**config.mk**
```make
export PLATFORM = sky130hd
export DESIGN_NAME = touch_coordinate_conditioner_flat
export DESIGN_NICKNAME = d
export VERILOG_FILES = /design/src/rtl/core/tcc_pkg.sv /design/src/rtl/core/tcc_if.sv /design/src/rtl/core/tcc_regs.sv /design/src/rtl/core/tcc_div.sv /design/src/rtl/core/touch_coordinate_conditioner.sv /design/src/flat_wrapper.sv
export SDC_FILE = /design/constraint.sdc
export NUM_CORES = 1
export LEC_CHECK = 0
export ABC_CLOCK_PERIOD_IN_PS = 8520
export BUFFER_PORTS_ARGS = -buffer_cell sky130_fd_sc_hd__buf_2
export CAP_MARGIN = 0
export CORE_MARGIN = 3
export CORE_UTILIZATION = 25
export CTS_CLUSTER_DIAMETER = 60
export DETAILED_ROUTE_END_ITERATION = 16
export PLACE_DENSITY = 0.49
export SYNTH_ARGS = -nofsm -noshare
export SYNTH_HDL_FRONTEND = slang
export SYNTH_SLANG_ARGS = --single-unit
```
**constraint.sdc**
```tcl
create_clock -name clk -period 8.52 [get_ports clk]
set_input_delay 1.278 -clock clk [delete_from_list [all_inputs] [get_ports clk]]
set_output_delay 1.278 -clock clk [all_outputs]
set_load 0.01 [all_outputs]
```
**src/rtl/core/tcc_pkg.sv**
```systemverilog
// Package for the touch coordinate conditioner: field widths, register
// indexes, reset values and the configuration struct that tcc_regs hands to the conditioner.
// No dependencies.
package tcc_pkg;

  localparam int COORD_W  = 12;  // raw coordinate, screen size and sensor maximum
  localparam int POS_W    = 13;  // reported position
  localparam int CNT_W    = 2;   // touch count
  localparam int TOL_W    = 8;   // jitter tolerance
  localparam int ORIENT_W = 3;
  localparam int PROD_W   = 2 * COORD_W;
  localparam int ADDR_W   = 5;
  localparam int DATA_W   = 32;
  localparam int IDX_W    = 3;

  // Register indexes (byte address is four times the index)
  localparam logic [IDX_W-1:0] REG_ORIENT  = 3'd0;
  localparam logic [IDX_W-1:0] REG_WIDTH   = 3'd1;
  localparam logic [IDX_W-1:0] REG_HEIGHT  = 3'd2;
  localparam logic [IDX_W-1:0] REG_MAX_X   = 3'd3;
  localparam logic [IDX_W-1:0] REG_MAX_Y   = 3'd4;
  localparam logic [IDX_W-1:0] REG_TOL     = 3'd5;

  localparam logic [ORIENT_W-1:0] ORIENT_RST = 3'd6;
  localparam logic [COORD_W-1:0]  WIDTH_RST  = 12'd800;
  localparam logic [COORD_W-1:0]  HEIGHT_RST = 12'd480;
  localparam logic [COORD_W-1:0]  MAX_X_RST  = 12'd800;
  localparam logic [COORD_W-1:0]  MAX_Y_RST  = 12'd480;
  localparam logic [TOL_W-1:0]    TOL_RST    = 8'd5;
  localparam logic [POS_W-1:0]    PREV_X_RST = 13'd806;
  localparam logic [POS_W-1:0]    PREV_Y_RST = 13'd486;

  // Orientation bits
  localparam int ORIENT_MIRROR_X = 0;
  localparam int ORIENT_MIRROR_Y = 1;
  localparam int ORIENT_SWAP     = 2;

  typedef struct packed {
    logic [ORIENT_W-1:0] orientation;
    logic [COORD_W-1:0]  screen_width;
    logic [COORD_W-1:0]  screen_height;
    logic [COORD_W-1:0]  sensor_max_x;
    logic [COORD_W-1:0]  sensor_max_y;
    logic [TOL_W-1:0]    jitter_tolerance;
    logic                reload;     // held positions are reloaded this cycle
    logic [POS_W-1:0]    reload_x;
    logic [POS_W-1:0]    reload_y;
  } cfg_t;

endpackage

```
**src/rtl/core/tcc_if.sv**
```systemverilog
// Valid/ready channel interfaces for the touch coordinate conditioner:
// one for raw samples and one for conditioned reports. Depends on tcc_pkg.
interface tcc_in_if;
  import tcc_pkg::*;
  logic               valid;
  logic               ready;
  logic [CNT_W-1:0]   touch_count;
  logic [COORD_W-1:0] raw_x;
  logic [COORD_W-1:0] raw_y;
  logic               read_error;

  modport source(output valid, touch_count, raw_x, raw_y, read_error, input ready);
  modport sink(input valid, touch_count, raw_x, raw_y, read_error, output ready);
endinterface

interface tcc_out_if;
  import tcc_pkg::*;
  logic             valid;
  logic             ready;
  logic [CNT_W-1:0] touched;
  logic [POS_W-1:0] pos_x;
  logic [POS_W-1:0] pos_y;
  logic             status;

  modport source(output valid, touched, pos_x, pos_y, status, input ready);
  modport sink(input valid, touched, pos_x, pos_y, status, output ready);
endinterface

```
**src/rtl/core/tcc_regs.sv**
```systemverilog
// APB-style configuration registers of the touch coordinate conditioner.
// Depends on tcc_pkg.
module tcc_regs (
  input  logic                        clk,
  input  logic                        rst_n,
  input  logic                        psel,
  input  logic                        penable,
  input  logic                        pwrite,
  input  logic [tcc_pkg::ADDR_W-1:0]  paddr,
  input  logic [tcc_pkg::DATA_W-1:0]  pwdata,
  output logic [tcc_pkg::DATA_W-1:0]  prdata,
  output logic                        pready,
  output tcc_pkg::cfg_t               cfg
);
  import tcc_pkg::*;

  logic [ORIENT_W-1:0] orient_r,  orient_nxt;
  logic [COORD_W-1:0]  width_r,   width_nxt;
  logic [COORD_W-1:0]  height_r,  height_nxt;
  logic [COORD_W-1:0]  max_x_r,   max_x_nxt;
  logic [COORD_W-1:0]  max_y_r,   max_y_nxt;
  logic [TOL_W-1:0]    tol_r,     tol_nxt;
  logic                wr;
  logic [IDX_W-1:0]    idx;
  logic                reload;

  assign pready = 1'b1;
  assign wr     = psel & penable & pwrite;
  assign idx    = paddr[IDX_W+1:2];

  always_comb begin
    orient_nxt = orient_r;
    width_nxt  = width_r;
    height_nxt = height_r;
    max_x_nxt  = max_x_r;
    max_y_nxt  = max_y_r;
    tol_nxt    = tol_r;
    reload     = 1'b0;
    if (wr) begin
      case (idx)
        REG_ORIENT: orient_nxt = pwdata[ORIENT_W-1:0];
        REG_WIDTH: begin
          width_nxt = pwdata[COORD_W-1:0];
          reload    = 1'b1;
        end
        REG_HEIGHT: begin
          height_nxt = pwdata[COORD_W-1:0];
          reload     = 1'b1;
        end
        REG_MAX_X: max_x_nxt = pwdata[COORD_W-1:0];
        REG_MAX_Y: max_y_nxt = pwdata[COORD_W-1:0];
        REG_TOL: begin
          tol_nxt = pwdata[TOL_W-1:0];
          reload  = 1'b1;
        end
        default: ;
      endcase
    end
  end

  always_ff @(posedge clk) begin
    if (!rst_n) begin
      orient_r <= ORIENT_RST;
      width_r  <= WIDTH_RST;
      height_r <= HEIGHT_RST;
      max_x_r  <= MAX_X_RST;
      max_y_r  <= MAX_Y_RST;
      tol_r    <= TOL_RST;
    end else begin
      orient_r <= orient_nxt;
      width_r  <= width_nxt;
      height_r <= height_nxt;
      max_x_r  <= max_x_nxt;
      max_y_r  <= max_y_nxt;
      tol_r    <= tol_nxt;
    end
  end

  // The reload values follow the register contents being written this cycle.
  always_comb begin
    cfg.orientation      = orient_r;
    cfg.screen_width     = width_r;
    cfg.screen_height    = height_r;
    cfg.sensor_max_x     = max_x_r;
    cfg.sensor_max_y     = max_y_r;
    cfg.jitter_tolerance = tol_r;
    cfg.reload           = reload;
    cfg.reload_x         = POS_W'({1'b0, width_nxt}) + POS_W'(tol_nxt) + POS_W'(1);
    cfg.reload_y         = POS_W'({1'b0, height_nxt}) + POS_W'(tol_nxt) + POS_W'(1);
  end

  always_comb begin
    case (idx)
      REG_ORIENT: prdata = DATA_W'(orient_r);
      REG_WIDTH:  prdata = DATA_W'(width_r);
      REG_HEIGHT: prdata = DATA_W'(height_r);
      REG_MAX_X:  prdata = DATA_W'(max_x_r);
      REG_MAX_Y:  prdata = DATA_W'(max_y_r);
      REG_TOL:    prdata = DATA_W'(tol_r);
      default:    prdata = '0;
    endcase
  end

endmodule

```
**src/rtl/core/tcc_div.sv**
```systemverilog
// Shared restoring divider of the touch coordinate conditioner: one quotient
// bit per cycle. Depends on tcc_pkg.
module tcc_div (
  input  logic                         clk,
  input  logic                         rst_n,
  input  logic                         start,
  input  logic [tcc_pkg::PROD_W-1:0]   dividend,
  input  logic [tcc_pkg::COORD_W-1:0]  divisor,
  output logic                         done,
  output logic [tcc_pkg::COORD_W-1:0]  quotient
);
  import tcc_pkg::*;

  localparam int CNT_BITS = $clog2(COORD_W);

  logic                busy_r;
  logic                done_r;
  logic [CNT_BITS-1:0] cnt_r;
  logic [COORD_W-1:0]  rem_r;
  logic [COORD_W-1:0]  quo_r;
  logic [COORD_W-1:0]  div_r;
  logic [COORD_W:0]    trial;
  logic [COORD_W:0]    diff;
  logic                ge;

  // The upper half of the dividend is known to be below the divisor, so the
  // quotient fits in COORD_W bits and the low half is shifted through quo_r.
  assign trial = {rem_r, quo_r[COORD_W-1]};
  assign ge    = trial >= {1'b0, div_r};
  assign diff  = trial - {1'b0, div_r};

  always_ff @(posedge clk) begin
    if (!rst_n) begin
      busy_r <= 1'b0;
      done_r <= 1'b0;
      cnt_r  <= '0;
    end else begin
      done_r <= 1'b0;
      if (start) begin
        busy_r <= 1'b1;
        cnt_r  <= '0;
      end else if (busy_r) begin
        cnt_r <= cnt_r + CNT_BITS'(1);
        if (cnt_r == CNT_BITS'(COORD_W - 1)) begin
          busy_r <= 1'b0;
          done_r <= 1'b1;
        end
      end
    end
  end

  always_ff @(posedge clk) begin
    if (start) begin
      rem_r <= dividend[PROD_W-1:COORD_W];
      quo_r <= dividend[COORD_W-1:0];
      div_r <= divisor;
    end else if (busy_r) begin
      rem_r <= ge ? diff[COORD_W-1:0] : trial[COORD_W-1:0];
      quo_r <= {quo_r[COORD_W-2:0], ge};
    end
  end

  assign done     = done_r;
  assign quotient = quo_r;

endmodule

```
**src/rtl/core/touch_coordinate_conditioner.sv**
```systemverilog
// Touch coordinate conditioner.
// Raw samples arrive on in_chan (valid/ready); one report per sample leaves on
// out_chan (valid/ready). Registers are written over the APB-style port
// (psel, penable, pwrite, paddr, pwdata, prdata, pready); write them only
// while no sample is in flight.
// A touched sample is conditioned axis by axis: clamp and mirror, a 12x12
// multiply, then a 12-step restoring division by the sensor maximum on the
// one shared divider. A released or erroneous sample skips these steps and
// goes straight to its report. in_chan.ready is high only between samples.
// The report waits in an output register; while the receiver stalls the
// next sample is still accepted and computed, and the block then holds it
// until the output register frees.
// Reset (synchronous, rst_n low) restores the register defaults, reloads
// the held positions to 806 and 486 and clears the last touch count.
// Depends on tcc_pkg, tcc_if, tcc_regs and tcc_div.
module touch_coordinate_conditioner #(
  parameter int COORD_BITS = 12
) (
  input  logic                        clk,
  input  logic                        rst_n,
  tcc_in_if.sink                      in_chan,
  tcc_out_if.source                   out_chan,
  input  logic                        psel,
  input  logic                        penable,
  input  logic                        pwrite,
  input  logic [tcc_pkg::ADDR_W-1:0]  paddr,
  input  logic [tcc_pkg::DATA_W-1:0]  pwdata,
  output logic [tcc_pkg::DATA_W-1:0]  prdata,
  output logic                        pready
);
  import tcc_pkg::*;

  localparam logic [COORD_W-1:0] RAW_MASK = (COORD_BITS >= COORD_W) ?
    {COORD_W{1'b1}} : COORD_W'((32'd1 << COORD_BITS) - 32'd1);

  localparam logic [2:0] ST_IDLE = 3'd0;
  localparam logic [2:0] ST_PREP = 3'd1;
  localparam logic [2:0] ST_MUL  = 3'd2;
  localparam logic [2:0] ST_GO   = 3'd3;
  localparam logic [2:0] ST_DIV  = 3'd4;
  localparam logic [2:0] ST_DONE = 3'd5;

  cfg_t cfg;

  logic [2:0]         state_r, state_nxt;
  logic               axis_r;
  logic               err_r;
  logic               touch_r;
  logic [CNT_W-1:0]   count_r;
  logic [COORD_W-1:0] vx_r, vy_r;
  logic [COORD_W-1:0] v_r;
  logic [PROD_W-1:0]  prod_r;
  logic [COORD_W-1:0] sx_r, sy_r;
  logic [CNT_W-1:0]   last_touched_r;
  logic [POS_W-1:0]   prev_x_r, prev_y_r;
  logic               out_valid_r;
  logic [CNT_W-1:0]   touched_r;
  logic [POS_W-1:0]   pos_x_r, pos_y_r;
  logic               status_r;

  logic               in_acc;
  logic [COORD_W-1:0] mx, my;
  logic [COORD_W-1:0] cur_v, cur_max, cur_m, cur_size, clamped, cond_v;
  logic               cur_mirror;
  logic               div_start, div_done;
  logic [COORD_W-1:0] div_q;
  logic               out_free, report;
  logic [POS_W-1:0]   ax, ay, dx, dy;
  logic               moved;
  logic [POS_W-1:0]   new_x, new_y;

  tcc_regs u_regs (
    .clk     (clk),
    .rst_n   (rst_n),
    .psel    (psel),
    .penable (penable),
    .pwrite  (pwrite),
    .paddr   (paddr),
    .pwdata  (pwdata),
    .prdata  (prdata),
    .pready  (pready),
    .cfg     (cfg)
  );

  tcc_div u_div (
    .clk      (clk),
    .rst_n    (rst_n),
    .start    (div_start),
    .dividend (prod_r),
    .divisor  (cur_m),
    .done     (div_done),
    .quotient (div_q)
  );

  assign in_chan.ready = (state_r == ST_IDLE);
  assign in_acc        = in_chan.valid & in_chan.ready;
  assign mx            = in_chan.raw_x & RAW_MASK;
  assign my            = in_chan.raw_y & RAW_MASK;

  // Per-axis clamp and mirror against the sensor maximum (zero counts as one).
  always_comb begin
    cur_v      = axis_r ? vy_r : vx_r;
    cur_max    = axis_r ? cfg.sensor_max_y : cfg.sensor_max_x;
    cur_size   = axis_r ? cfg.screen_height : cfg.screen_width;
    cur_mirror = axis_r ? cfg.orientation[ORIENT_MIRROR_Y] : cfg.orientation[ORIENT_MIRROR_X];
    cur_m      = (cur_max == '0) ? COORD_W'(1) : cur_max;
    clamped    = (cur_v >= cur_m) ? cur_m - COORD_W'(1) : cur_v;
    cond_v     = cur_mirror ? cur_m - COORD_W'(1) - clamped : clamped;
  end

  assign div_start = (state_r == ST_GO);
  assign out_free  = !out_valid_r || out_chan.ready;
  assign report    = (state_r == ST_DONE) && out_free;

  // Deadband against the held position.
  always_comb begin
    ax    = POS_W'(sx_r);
    ay    = POS_W'(sy_r);
    dx    = (ax > prev_x_r) ? ax - prev_x_r : prev_x_r - ax;
    dy    = (ay > prev_y_r) ? ay - prev_y_r : prev_y_r - ay;
    moved = touch_r && !err_r &&
            ((dx > POS_W'(cfg.jitter_tolerance)) || (dy > POS_W'(cfg.jitter_tolerance)));
    new_x = moved ? ax : prev_x_r;
    new_y = moved ? ay : prev_y_r;
  end

  always_comb begin
    state_nxt = state_r;
    case (state_r)
      ST_IDLE: begin
        if (in_acc) begin
          state_nxt = (in_chan.read_error || in_chan.touch_count == '0) ? ST_DONE : ST_PREP;
        end
      end
      ST_PREP: state_nxt = ST_MUL;
      ST_MUL:  state_nxt = ST_GO;
      ST_GO:   state_nxt = ST_DIV;
      ST_DIV: begin
        if (div_done) begin
          state_nxt = axis_r ? ST_DONE : ST_PREP;
        end
      end
      ST_DONE: begin
        if (out_free) begin
          state_nxt = ST_IDLE;
        end
      end
      default: state_nxt = ST_IDLE;
    endcase
  end

  always_ff @(posedge clk) begin
    if (!rst_n) begin
      state_r        <= ST_IDLE;
      last_touched_r <= '0;
      prev_x_r       <= PREV_X_RST;
      prev_y_r       <= PREV_Y_RST;
      out_valid_r    <= 1'b0;
    end else begin
      state_r <= state_nxt;
      if (cfg.reload) begin
        prev_x_r <= cfg.reload_x;
        prev_y_r <= cfg.reload_y;
      end else if (report) begin
        prev_x_r <= new_x;
        prev_y_r <= new_y;
      end
      if (report && !err_r) begin
        last_touched_r <= touch_r ? count_r : '0;
      end
      if (report) begin
        out_valid_r <= 1'b1;
      end else if (out_chan.ready) begin
        out_valid_r <= 1'b0;
      end
    end
  end

  // Datapath registers
  always_ff @(posedge clk) begin
    if (in_acc) begin
      err_r   <= in_chan.read_error;
      touch_r <= (in_chan.touch_count != '0);
      count_r <= in_chan.touch_count;
      axis_r  <= 1'b0;
      if (cfg.orientation[ORIENT_SWAP]) begin
        vx_r <= my;
        vy_r <= mx;
      end else begin
        vx_r <= mx;
        vy_r <= my;
      end
    end
    if (state_r == ST_PREP) begin
      v_r <= cond_v;
    end
    if (state_r == ST_MUL) begin
      prod_r <= PROD_W'(v_r) * PROD_W'(cur_size);
    end
    if (state_r == ST_DIV && div_done) begin
      if (axis_r) begin
        sy_r <= div_q;
      end else begin
        sx_r   <= div_q;
        axis_r <= 1'b1;
      end
    end
    if (report) begin
      touched_r <= err_r ? last_touched_r : (touch_r ? count_r : '0);
      status_r  <= err_r;
      pos_x_r   <= new_x;
      pos_y_r   <= new_y;
    end
  end

  assign out_chan.valid   = out_valid_r;
  assign out_chan.touched = touched_r;
  assign out_chan.pos_x   = pos_x_r;
  assign out_chan.pos_y   = pos_y_r;
  assign out_chan.status  = status_r;

endmodule

```
**src/flat_wrapper.sv**
```systemverilog
// flat-port wrapper written by rule: the top's interface ports become plain ports
module touch_coordinate_conditioner_flat import tcc_pkg::*;
#(
  parameter int COORD_BITS = 12
)
  (clk, rst_n, psel, penable, pwrite, paddr, pwdata, prdata, pready, in_chan_valid, in_chan_touch_count, in_chan_raw_x, in_chan_raw_y, in_chan_read_error, in_chan_ready, out_chan_valid, out_chan_touched, out_chan_pos_x, out_chan_pos_y, out_chan_status, out_chan_ready);
  tcc_in_if in_chan_i ();
  tcc_out_if out_chan_i ();
  input  logic clk;
  input  logic rst_n;
  input  logic psel;
  input  logic penable;
  input  logic pwrite;
  input  logic [tcc_pkg::ADDR_W-1:0] paddr;
  input  logic [tcc_pkg::DATA_W-1:0] pwdata;
  output logic [tcc_pkg::DATA_W-1:0] prdata;
  output logic pready;
  input wire logic [$bits(in_chan_i.valid)-1:0] in_chan_valid;
  input wire logic [$bits(in_chan_i.touch_count)-1:0] in_chan_touch_count;
  input wire logic [$bits(in_chan_i.raw_x)-1:0] in_chan_raw_x;
  input wire logic [$bits(in_chan_i.raw_y)-1:0] in_chan_raw_y;
  input wire logic [$bits(in_chan_i.read_error)-1:0] in_chan_read_error;
  output wire logic [$bits(in_chan_i.ready)-1:0] in_chan_ready;
  output wire logic [$bits(out_chan_i.valid)-1:0] out_chan_valid;
  output wire logic [$bits(out_chan_i.touched)-1:0] out_chan_touched;
  output wire logic [$bits(out_chan_i.pos_x)-1:0] out_chan_pos_x;
  output wire logic [$bits(out_chan_i.pos_y)-1:0] out_chan_pos_y;
  output wire logic [$bits(out_chan_i.status)-1:0] out_chan_status;
  input wire logic [$bits(out_chan_i.ready)-1:0] out_chan_ready;
  assign in_chan_i.valid = in_chan_valid;
  assign in_chan_i.touch_count = in_chan_touch_count;
  assign in_chan_i.raw_x = in_chan_raw_x;
  assign in_chan_i.raw_y = in_chan_raw_y;
  assign in_chan_i.read_error = in_chan_read_error;
  assign in_chan_ready = in_chan_i.ready;
  assign out_chan_valid = out_chan_i.valid;
  assign out_chan_touched = out_chan_i.touched;
  assign out_chan_pos_x = out_chan_i.pos_x;
  assign out_chan_pos_y = out_chan_i.pos_y;
  assign out_chan_status = out_chan_i.status;
  assign out_chan_i.ready = out_chan_ready;
  touch_coordinate_conditioner #(.COORD_BITS(COORD_BITS)) u_core (.clk(clk), .rst_n(rst_n), .in_chan(in_chan_i), .out_chan(out_chan_i), .psel(psel), .penable(penable), .pwrite(pwrite), .paddr(paddr), .pwdata(pwdata), .prdata(prdata), .pready(pready));
endmodule
```
==> qor.yml, run 1 <==
detailed_routing:
  drt_iter0_markers: 1048
  drt_wl_total_um: 59400
  drtAntennaViolNets: 0
  wl_per_cell_um: 17.2
  dr.pass1.iters: 5
  drc: 0
  via_per_inst: 4.66
  num_vias: 16100
setup_path:
  crit_end: "u_core.v_r[11]$_DFFE_PP_"
  cp.required_ns: 8.87
  cp_max_fo: 33
  r2r_cells: 26
  start_kind: "register"
  timing.rr.start: "u_core.axis_r$_DFF_P_"
  worstSetupPathType: "register to register"
  cp-end-kind: "register"
  cp.arrival_ns: 7.37
  rrSetupSlack_ns: 1.50
  cp-startpoint: "u_core.axis_r$_DFF_P_"
  reg2reg_to: "u_core.v_r[11]$_DFFE_PP_"
cells_and_area:
  fin_area_um2: 23600
  fin_nets: 2710
  drive_gt1_share_pct: 11.5
  final_cell_mix: "nand2_1 (288), inv_1 (272), ha_1 (175), edfxtp_1 (153), a21oi_1 (138)"
  final_core_util_pct: 28.6
  final_common_cell: "nand2_1"
  syn2layout_area_growth_pct: 12.2
yosys:
  yosys_warnings: 0
  synthFlopType: "edfxtp_1"
  ys_types: 99
  synthArstFlopShare_pct: 0
  netlist_area_um2: 21100
  synth-seq-cells: 251
  synth_edf_count: 153
  ys_seq_area_share_pct: 31.1
  avgSynthCellArea_um2: 9.09
  synthesis.instances: 2320
worst_hold_path:
  hold_depth: 2
  hp-class: "register to register"
global_route:
  grt_pass1_vias: 16000
  grt_pass1_wl_um: 93100
  grt_max_degree: 54
  grt_use_total_pct: 13.6
  grt-ovfl-total: 0
  antenna_found_initial: 3
placement:
  gp_congestion: 0.869
  dp_hpwl_um: 46700
  dpl_cell_area_um2: 22500
  io_buffers: 91
status:
  status: "completed"
job:
  cap_viol_max_count: 0
clock_network:
  cts_max_level: 2
  cts_inserted_buffers: 35
  postCtsSetupRepairBufs: 0
  clockRootBuffer: "clkbuf_16"
  cts_tree: "yes"
  clock_sinks: 251
  insertion_delay_ns: 0.55
  hold_buffers: 0
  clk_transition_reported_paths_ns: 0.06
  cts_max_path_buffers: 3
  cts_resized: 0
power:
  leakagePower_nw: 9.96
  vdd_drop_max_v: 0.000115
  cellPowerDensity_nw_per_um2: 189
floorplanning:
  die_width_um: 296
  std_cell_rows: 105
  initial_utilization_pct: 25.5
  io_pins: 135
  design.core.area_um2: 82800
  dieArea_um2: 87800
  fp.dieH_um: 296
timing:
  final.setup.tns_ns: 0
  maxSlewViolCount: 0
  skew_ns: 0.0343
  layout_min_cycle_time_ns: 7.02
  worst_pin_slew_ns: 1.03
  fin_crit_sh_pct: 82.4
  setup_violations: 0
  rsz0062_at_grt: "no"
  final-hold-violation-count: 0
  slew_headroom_pct: 30.6
  fmax_mhz: 142
## critical path: stages (launching register included)
cell       delay [ns]
dfxtp_2          0.67
buf_4            0.52
mux2i_1          0.50
o211ai_1         0.26
nor3_2           0.36
nor2_1           0.13
inv_1            0.19
ha_1             0.15
nor2_1           0.03
a21oi_1          0.13
o31ai_1          0.09
a21oi_1          0.51
nor2_1           0.10
a21oi_1          0.27
inv_1            0.08
ha_1             0.27
nor2b_1          0.13
o21ai_0          0.15
nand2b_1         0.19
o21bai_1         0.23
a311o_1          0.43
o21a_1           0.27
a2bb2oi_1        0.19
o41ai_2          0.41
mux2i_1          0.24
nor3_1           0.06
a221oi_1         0.22
## where the power goes
group | internal, mW | leakage, nW | switching, mW
sequential | 1.46 | 2.18 | 0.0975
clock | 0.908 | 0.569 | 0.586
combinational | 0.590 | 7.21 | 0.825
## cells in the mapped netlist (9+ instances only)
| cell | number | share of area, % |
|---|---|---|
| nor3_1 | 49 | 1.2 |
| nand3b_1 | 10 | 0.36 |
| xnor2_1 | 50 | 2.1 |
| nand2_1 | 288 | 5.1 |
| edfxtp_1 | 153 | 22 |
| buf_2 | 11 | 0.26 |
| mux2_2 | 62 | 3.3 |
| a21boi_0 | 11 | 0.39 |
| o21a_1 | 11 | 0.39 |
| clkbuf_1 | 79 | 1.4 |
| inv_1 | 272 | 4.8 |
| a211oi_1 | 10 | 0.36 |
| a21o_1 | 14 | 0.50 |
| o22ai_1 | 9 | 0.27 |
| nand2b_1 | 26 | 0.77 |
| ha_1 | 175 | 10 |
| mux2i_1 | 77 | 3.7 |
| xor2_1 | 19 | 0.79 |
| and2_1 | 60 | 1.8 |
| buf_4 | 24 | 0.85 |
| nor2b_1 | 46 | 1.4 |
| buf_1 | 9 | 0.16 |
| dfxtp_1 | 98 | 9.3 |
| o211ai_1 | 21 | 0.75 |
| fa_1 | 108 | 10 |
| nor2_1 | 124 | 2.2 |
| nand4_1 | 16 | 0.47 |
| a31oi_1 | 12 | 0.36 |
| a21oi_1 | 139 | 3.3 |
| nand3_1 | 39 | 0.93 |
| and3_1 | 9 | 0.27 |
| o21ai_0 | 118 | 2.8 |
| a311oi_1 | 13 | 0.54 |
## worst min path at each step
stage | startpoint | to | slack, ns
finish | u_core.u_regs.max_y_r[10]$_SDFFE_PN0P_ | u_core.u_regs.max_y_r[10]$_SDFFE_PN0P_ | 0.47
global route | u_core.u_regs.max_x_r[10]$_SDFFE_PN0P_ | u_core.u_regs.max_x_r[10]$_SDFFE_PN0P_ | 0.50
global placement | u_core.u_regs.max_x_r[10]$_SDFFE_PN0P_ | u_core.u_regs.max_x_r[10]$_SDFFE_PN0P_ | 0.46
detailed placement | u_core.u_regs.max_y_r[10]$_SDFFE_PN0P_ | u_core.u_regs.max_y_r[10]$_SDFFE_PN0P_ | 0.47
CTS | u_core.u_regs.max_y_r[10]$_SDFFE_PN0P_ | u_core.u_regs.max_y_r[10]$_SDFFE_PN0P_ | 0.47
floorplan | u_core.u_div.quotient[0]$_DFFE_PP_ | u_core.sx_r[0]$_DFFE_PP_ | 0.44
## final cells by class
class	instances	area (µm²)
Fill cell	8852	59100
Multi-Input combinational cell	1680	12900
Sequential cell	251	6560
Tap cell	1070	1340
Inverter	275	1030
Clock buffer	45	976
Timing Repair Buffer	113	621
Clock inverter	17	189
Antenna cell	1	2.50
## state kept, by name, summed over array words and instances (netlist names), 13 cells and up
register,count
u_core.prev_x_r,13
u_core.out_chan.pos_x,13
u_core.prod_r,24
u_core.prev_y_r,13
u_core.out_chan.pos_y,13
## per-layer routing
layer | global-route usage [%] | wire (µm)
met3 | 1.75 | 2340
met4 | 3.59 | 1440
met2 | 22.6 | 27500
met1 | 18.6 | 28100
met5 | 0 | 0
## cells by family after synthesis
| family | after synthesis | synth area share, % |
|---|---|---|
| fa+ha+maj | 283 | 20.6 |
| buf+inv | 408 | 8.02 |
| flops | 251 | 31.1 |
| other cells | 2 | 0.0356 |
| compound gates | 449 | 13.6 |
| xor+xnor | 69 | 2.87 |
| simple gates | 714 | 16.3 |
| mux | 144 | 7.35 |
## stage by stage
step / hold WS, ns / total power, mW / worst slack [ns] / std cells
3_5_place_dp: 0.468 / 3.01 / 1.55 / 3389
2_1_floorplan: 0.445 / 2.64 / 1.35 / 2339
6_report: 0.472 / 4.47 / 1.50 / 3452
4_1_cts: 0.474 / 4.53 / 1.51 / 3451
3_3_place_gp: 0.463 / 3.00 / 1.61 / 3389
5_1_grt: 0.501 / 4.80 / 0.869 / 3451
Power figures use the tool's default switching activity.
==> inputs of run 2 (changes only) <==
--- a/config.mk
+++ b/config.mk
@@ -5,7 +5,7 @@
 export SDC_FILE = /design/constraint.sdc
 export NUM_CORES = 1
 export LEC_CHECK = 0
-export ABC_CLOCK_PERIOD_IN_PS = 8520
+export ABC_CLOCK_PERIOD_IN_PS = 6710
 export BUFFER_PORTS_ARGS = -buffer_cell sky130_fd_sc_hd__buf_2
 export CAP_MARGIN = 0
 export CORE_MARGIN = 3
==> constraint.sdc (replaced) <==
create_clock -name clk -period 6.71 [get_ports clk]
set_input_delay 1.0065 -clock clk [delete_from_list [all_inputs] [get_ports clk]]
set_output_delay 1.0065 -clock clk [all_outputs]
set_load 0.01 [all_outputs]
==> qor.yml, run 2 (synthesis gave the netlist of run 1 again) <==
global_route:
  grt-ovfl-total: 0
  antenna_found_initial: 5
  grtUsageMet3_pct: 1.52
  grt_use_total_pct: 13.5
  globalRouteMet1Util_pct: 18.9
  grt_pass1_vias: 15900
  grt_pass1_wl_um: 93200
  busiest_layer: "met2"
  gr-usage-met2_pct: 22.9
  grt_max_degree: 54
timing:
  worst_pin_slew_ns: 1.11
  final.setup.tns_ns: 0
  worst_slack_ns: 0.386
  fmax_mhz: 158
  maxSlewViolCount: 0
  skew_ns: 0.0314
  setup_violations: 0
  layout_min_cycle_time_ns: 6.32
  slew_headroom_pct: 26.1
  final-hold-violation-count: 0
  fin_crit_sh_pct: 94.2
  rsz0062_at_grt: "no"
clock_network:
  cts_max_level: 1
  insertion_delay_ns: 0.59
  clock_sinks: 251
  cts_max_path_buffers: 3
  clockRootBuffer: "clkbuf_16"
  clk_transition_reported_paths_ns: 0.06
  cts_tree: "yes"
  cts_inserted_buffers: 29
  postCtsSetupRepairBufs: 0
cells_and_area:
  largest-register: "u_core.prod_r"
  num-fill-cells: 8868
  fin_area_um2: 23700
  final_cell_mix: "nand2_1 (288), inv_1 (272), ha_1 (175), edfxtp_1 (153), a21oi_1 (138)"
  largest_register_ffs: 24
  drive_gt1_share_pct: 12.2
  final_common_cell: "nand2_1"
  syn2layout_area_growth_pct: 12.3
  final_core_util_pct: 28.6
  num_antenna_cells: 0
  fin_nets: 2730
power:
  p_int_mw: 3.56
  pwr-share-comb_pct: 34.3
  vdd_drop_max_v: 0.000189
  netSwitchingPower_mw: 1.86
  switching_share_pct: 34.4
  leakagePower_nw: 9.99
  fin_total_pwr_mw: 5.42
  cellPowerDensity_nw_per_um2: 229
  seq_power_share_pct: 36.1
  clockPowerShare_pct: 29.6
setup_path:
  cp_common_cell: "buf_4"
  cp_max_fo: 24
  cp-end-kind: "register"
  worst_path_max_delay_cell: "ha_1"
  cp.required_ns: 7.05
  cpPeakStageDelay_ns: 0.48
  start_kind: "register"
  cp.depth: 23
  worstSetupPathType: "register to register"
  rrSetupSlack_ns: 0.39
  r2r_cells: 23
  reg2reg_to: "u_core.out_chan.pos_y[2]$_DFFE_PP_"
  cp_num_buf_inv: 3
  crit_end: "u_core.out_chan.pos_y[2]$_DFFE_PP_"
  timing.rr.start: "u_core.sy_r[8]$_DFFE_PP_"
  cp.arrival_ns: 6.66
  cp_cell_sequence: "ha_1 -> a21oi_1 -> o21a_1 -> nand4b_2 -> a31oi_1 -> nor3_1 -> or3_1 -> a21oi_1 -> xnor2_1 -> ha_1 -> nand4_1 -> o211ai_1 -> o22ai_1 -> or4b_1 -> a2111oi_0 -> buf_4 -> o2111ai_1 -> nor4b_2 -> a21oi_4 -> buf_4 -> nand2_1 -> o21ai_0 -> buf_4"
  cp-startpoint: "u_core.sy_r[8]$_DFFE_PP_"
  cp_top_family: "compound AO/OA/AOI/OAI gates"
placement:
  io_buffers: 91
  dpl_cell_area_um2: 22700
  pre_cts_slack_ns: 0.247
  gp_congestion: 0.869
  dp_hpwl_um: 46900
status:
  status: "completed"
floorplanning:
  std_cell_rows: 105
  die_width_um: 296
  io_pins: 135
  design.core.area_um2: 82800
  initial_utilization_pct: 25.5
  dieArea_um2: 87800
  fp.dieH_um: 296
detailed_routing:
  drt_iter0_markers: 1168
  num_vias: 16200
  drc: 0
  via_per_inst: 4.68
  wl_per_cell_um: 17.1
  drtAntennaViolNets: 0
  drt_wl_total_um: 59400
  dr.pass1.iters: 5
job:
  cap_viol_max_count: 0
worst_hold_path:
  hp-class: "register to register"
-- run 2: worst min-delay path by stage --
stage	slack, ns	cells after the start	endpoint	from
3_5_place_dp	0.47	2	u_core.u_regs.max_y_r[10]$_SDFFE_PN0P_	u_core.u_regs.max_y_r[10]$_SDFFE_PN0P_
3_3_place_gp	0.46	0	u_core.sx_r[2]$_DFFE_PP_	u_core.u_div.quotient[2]$_DFFE_PP_
4_1_cts	0.47	2	u_core.u_regs.max_y_r[10]$_SDFFE_PN0P_	u_core.u_regs.max_y_r[10]$_SDFFE_PN0P_
5_1_grt	0.50	2	u_core.u_regs.max_x_r[10]$_SDFFE_PN0P_	u_core.u_regs.max_x_r[10]$_SDFFE_PN0P_
6_report	0.48	2	u_core.u_regs.max_x_r[10]$_SDFFE_PN0P_	u_core.u_regs.max_x_r[10]$_SDFFE_PN0P_
2_1_floorplan	0.44	0	u_core.sx_r[0]$_DFFE_PP_	u_core.u_div.quotient[0]$_DFFE_PP_
-- run 2: worst reg2reg max path: stages (launching register included) --
cell and delay, ns:
edfxtp_1 0.46, ha_1 0.48, a21oi_1 0.22, o21a_1 0.24
nand4b_2 0.25, a31oi_1 0.44, nor3_1 0.14, or3_1 0.42
a21oi_1 0.18, xnor2_1 0.14, ha_1 0.34, nand4_1 0.12
o211ai_1 0.17, o22ai_1 0.12, or4b_1 0.48, a2111oi_0 0.43
buf_4 0.20, o2111ai_1 0.11, nor4b_2 0.37, a21oi_4 0.17
buf_4 0.25, nand2_1 0.08, o21ai_0 0.09, buf_4 0.16
-- run 2: power groups by stage --
stage,clock network [mW],registers [mW],logic (mW)
floorplan,0,1.92,1.43
global placement,0,1.99,1.86
detailed placement,0,1.99,1.87
CTS,1.65,1.96,1.88
global route,1.71,1.97,2.14
finish,1.60,1.95,1.86
-- run 2: timing repair --
action	4_1_cts	5_1_grt
endpoints found under the setup margin	0	4
hold buffers	0	0
resized for setup	0	5
-- run 2: layout make-up --
| cell class | instances | area [µm²] | area share, % |
|---|---|---|---|
| Clock buffer | 38 | 811 | 3.43 |
| Clock inverter | 14 | 144 | 0.608 |
| Sequential cell | 251 | 6560 | 27.7 |
| Multi-Input combinational cell | 1680 | 13000 | 54.8 |
| Inverter | 275 | 1030 | 4.36 |
| Timing Repair Buffer | 139 | 820 | 3.46 |
| Tap cell | 1070 | 1340 | 5.66 |
-- run 2: per-stage QoR --
stage                     cells  hold slack (ns)
after floorplan            2339            0.445
after detailed placement   3415            0.466
after CTS                  3467            0.474
after global routing       3467            0.497
final                      3467            0.478
after global placement     3415            0.464
-- run 2: routing by layer --
metal / part of all wire (%) / vias to the layer above
met5: 0.029 / -
met3: 3.7 / 46
met4: 1.4 / 2
li1: - / 8039
met1: 48 / 7837
met2: 47 / 286
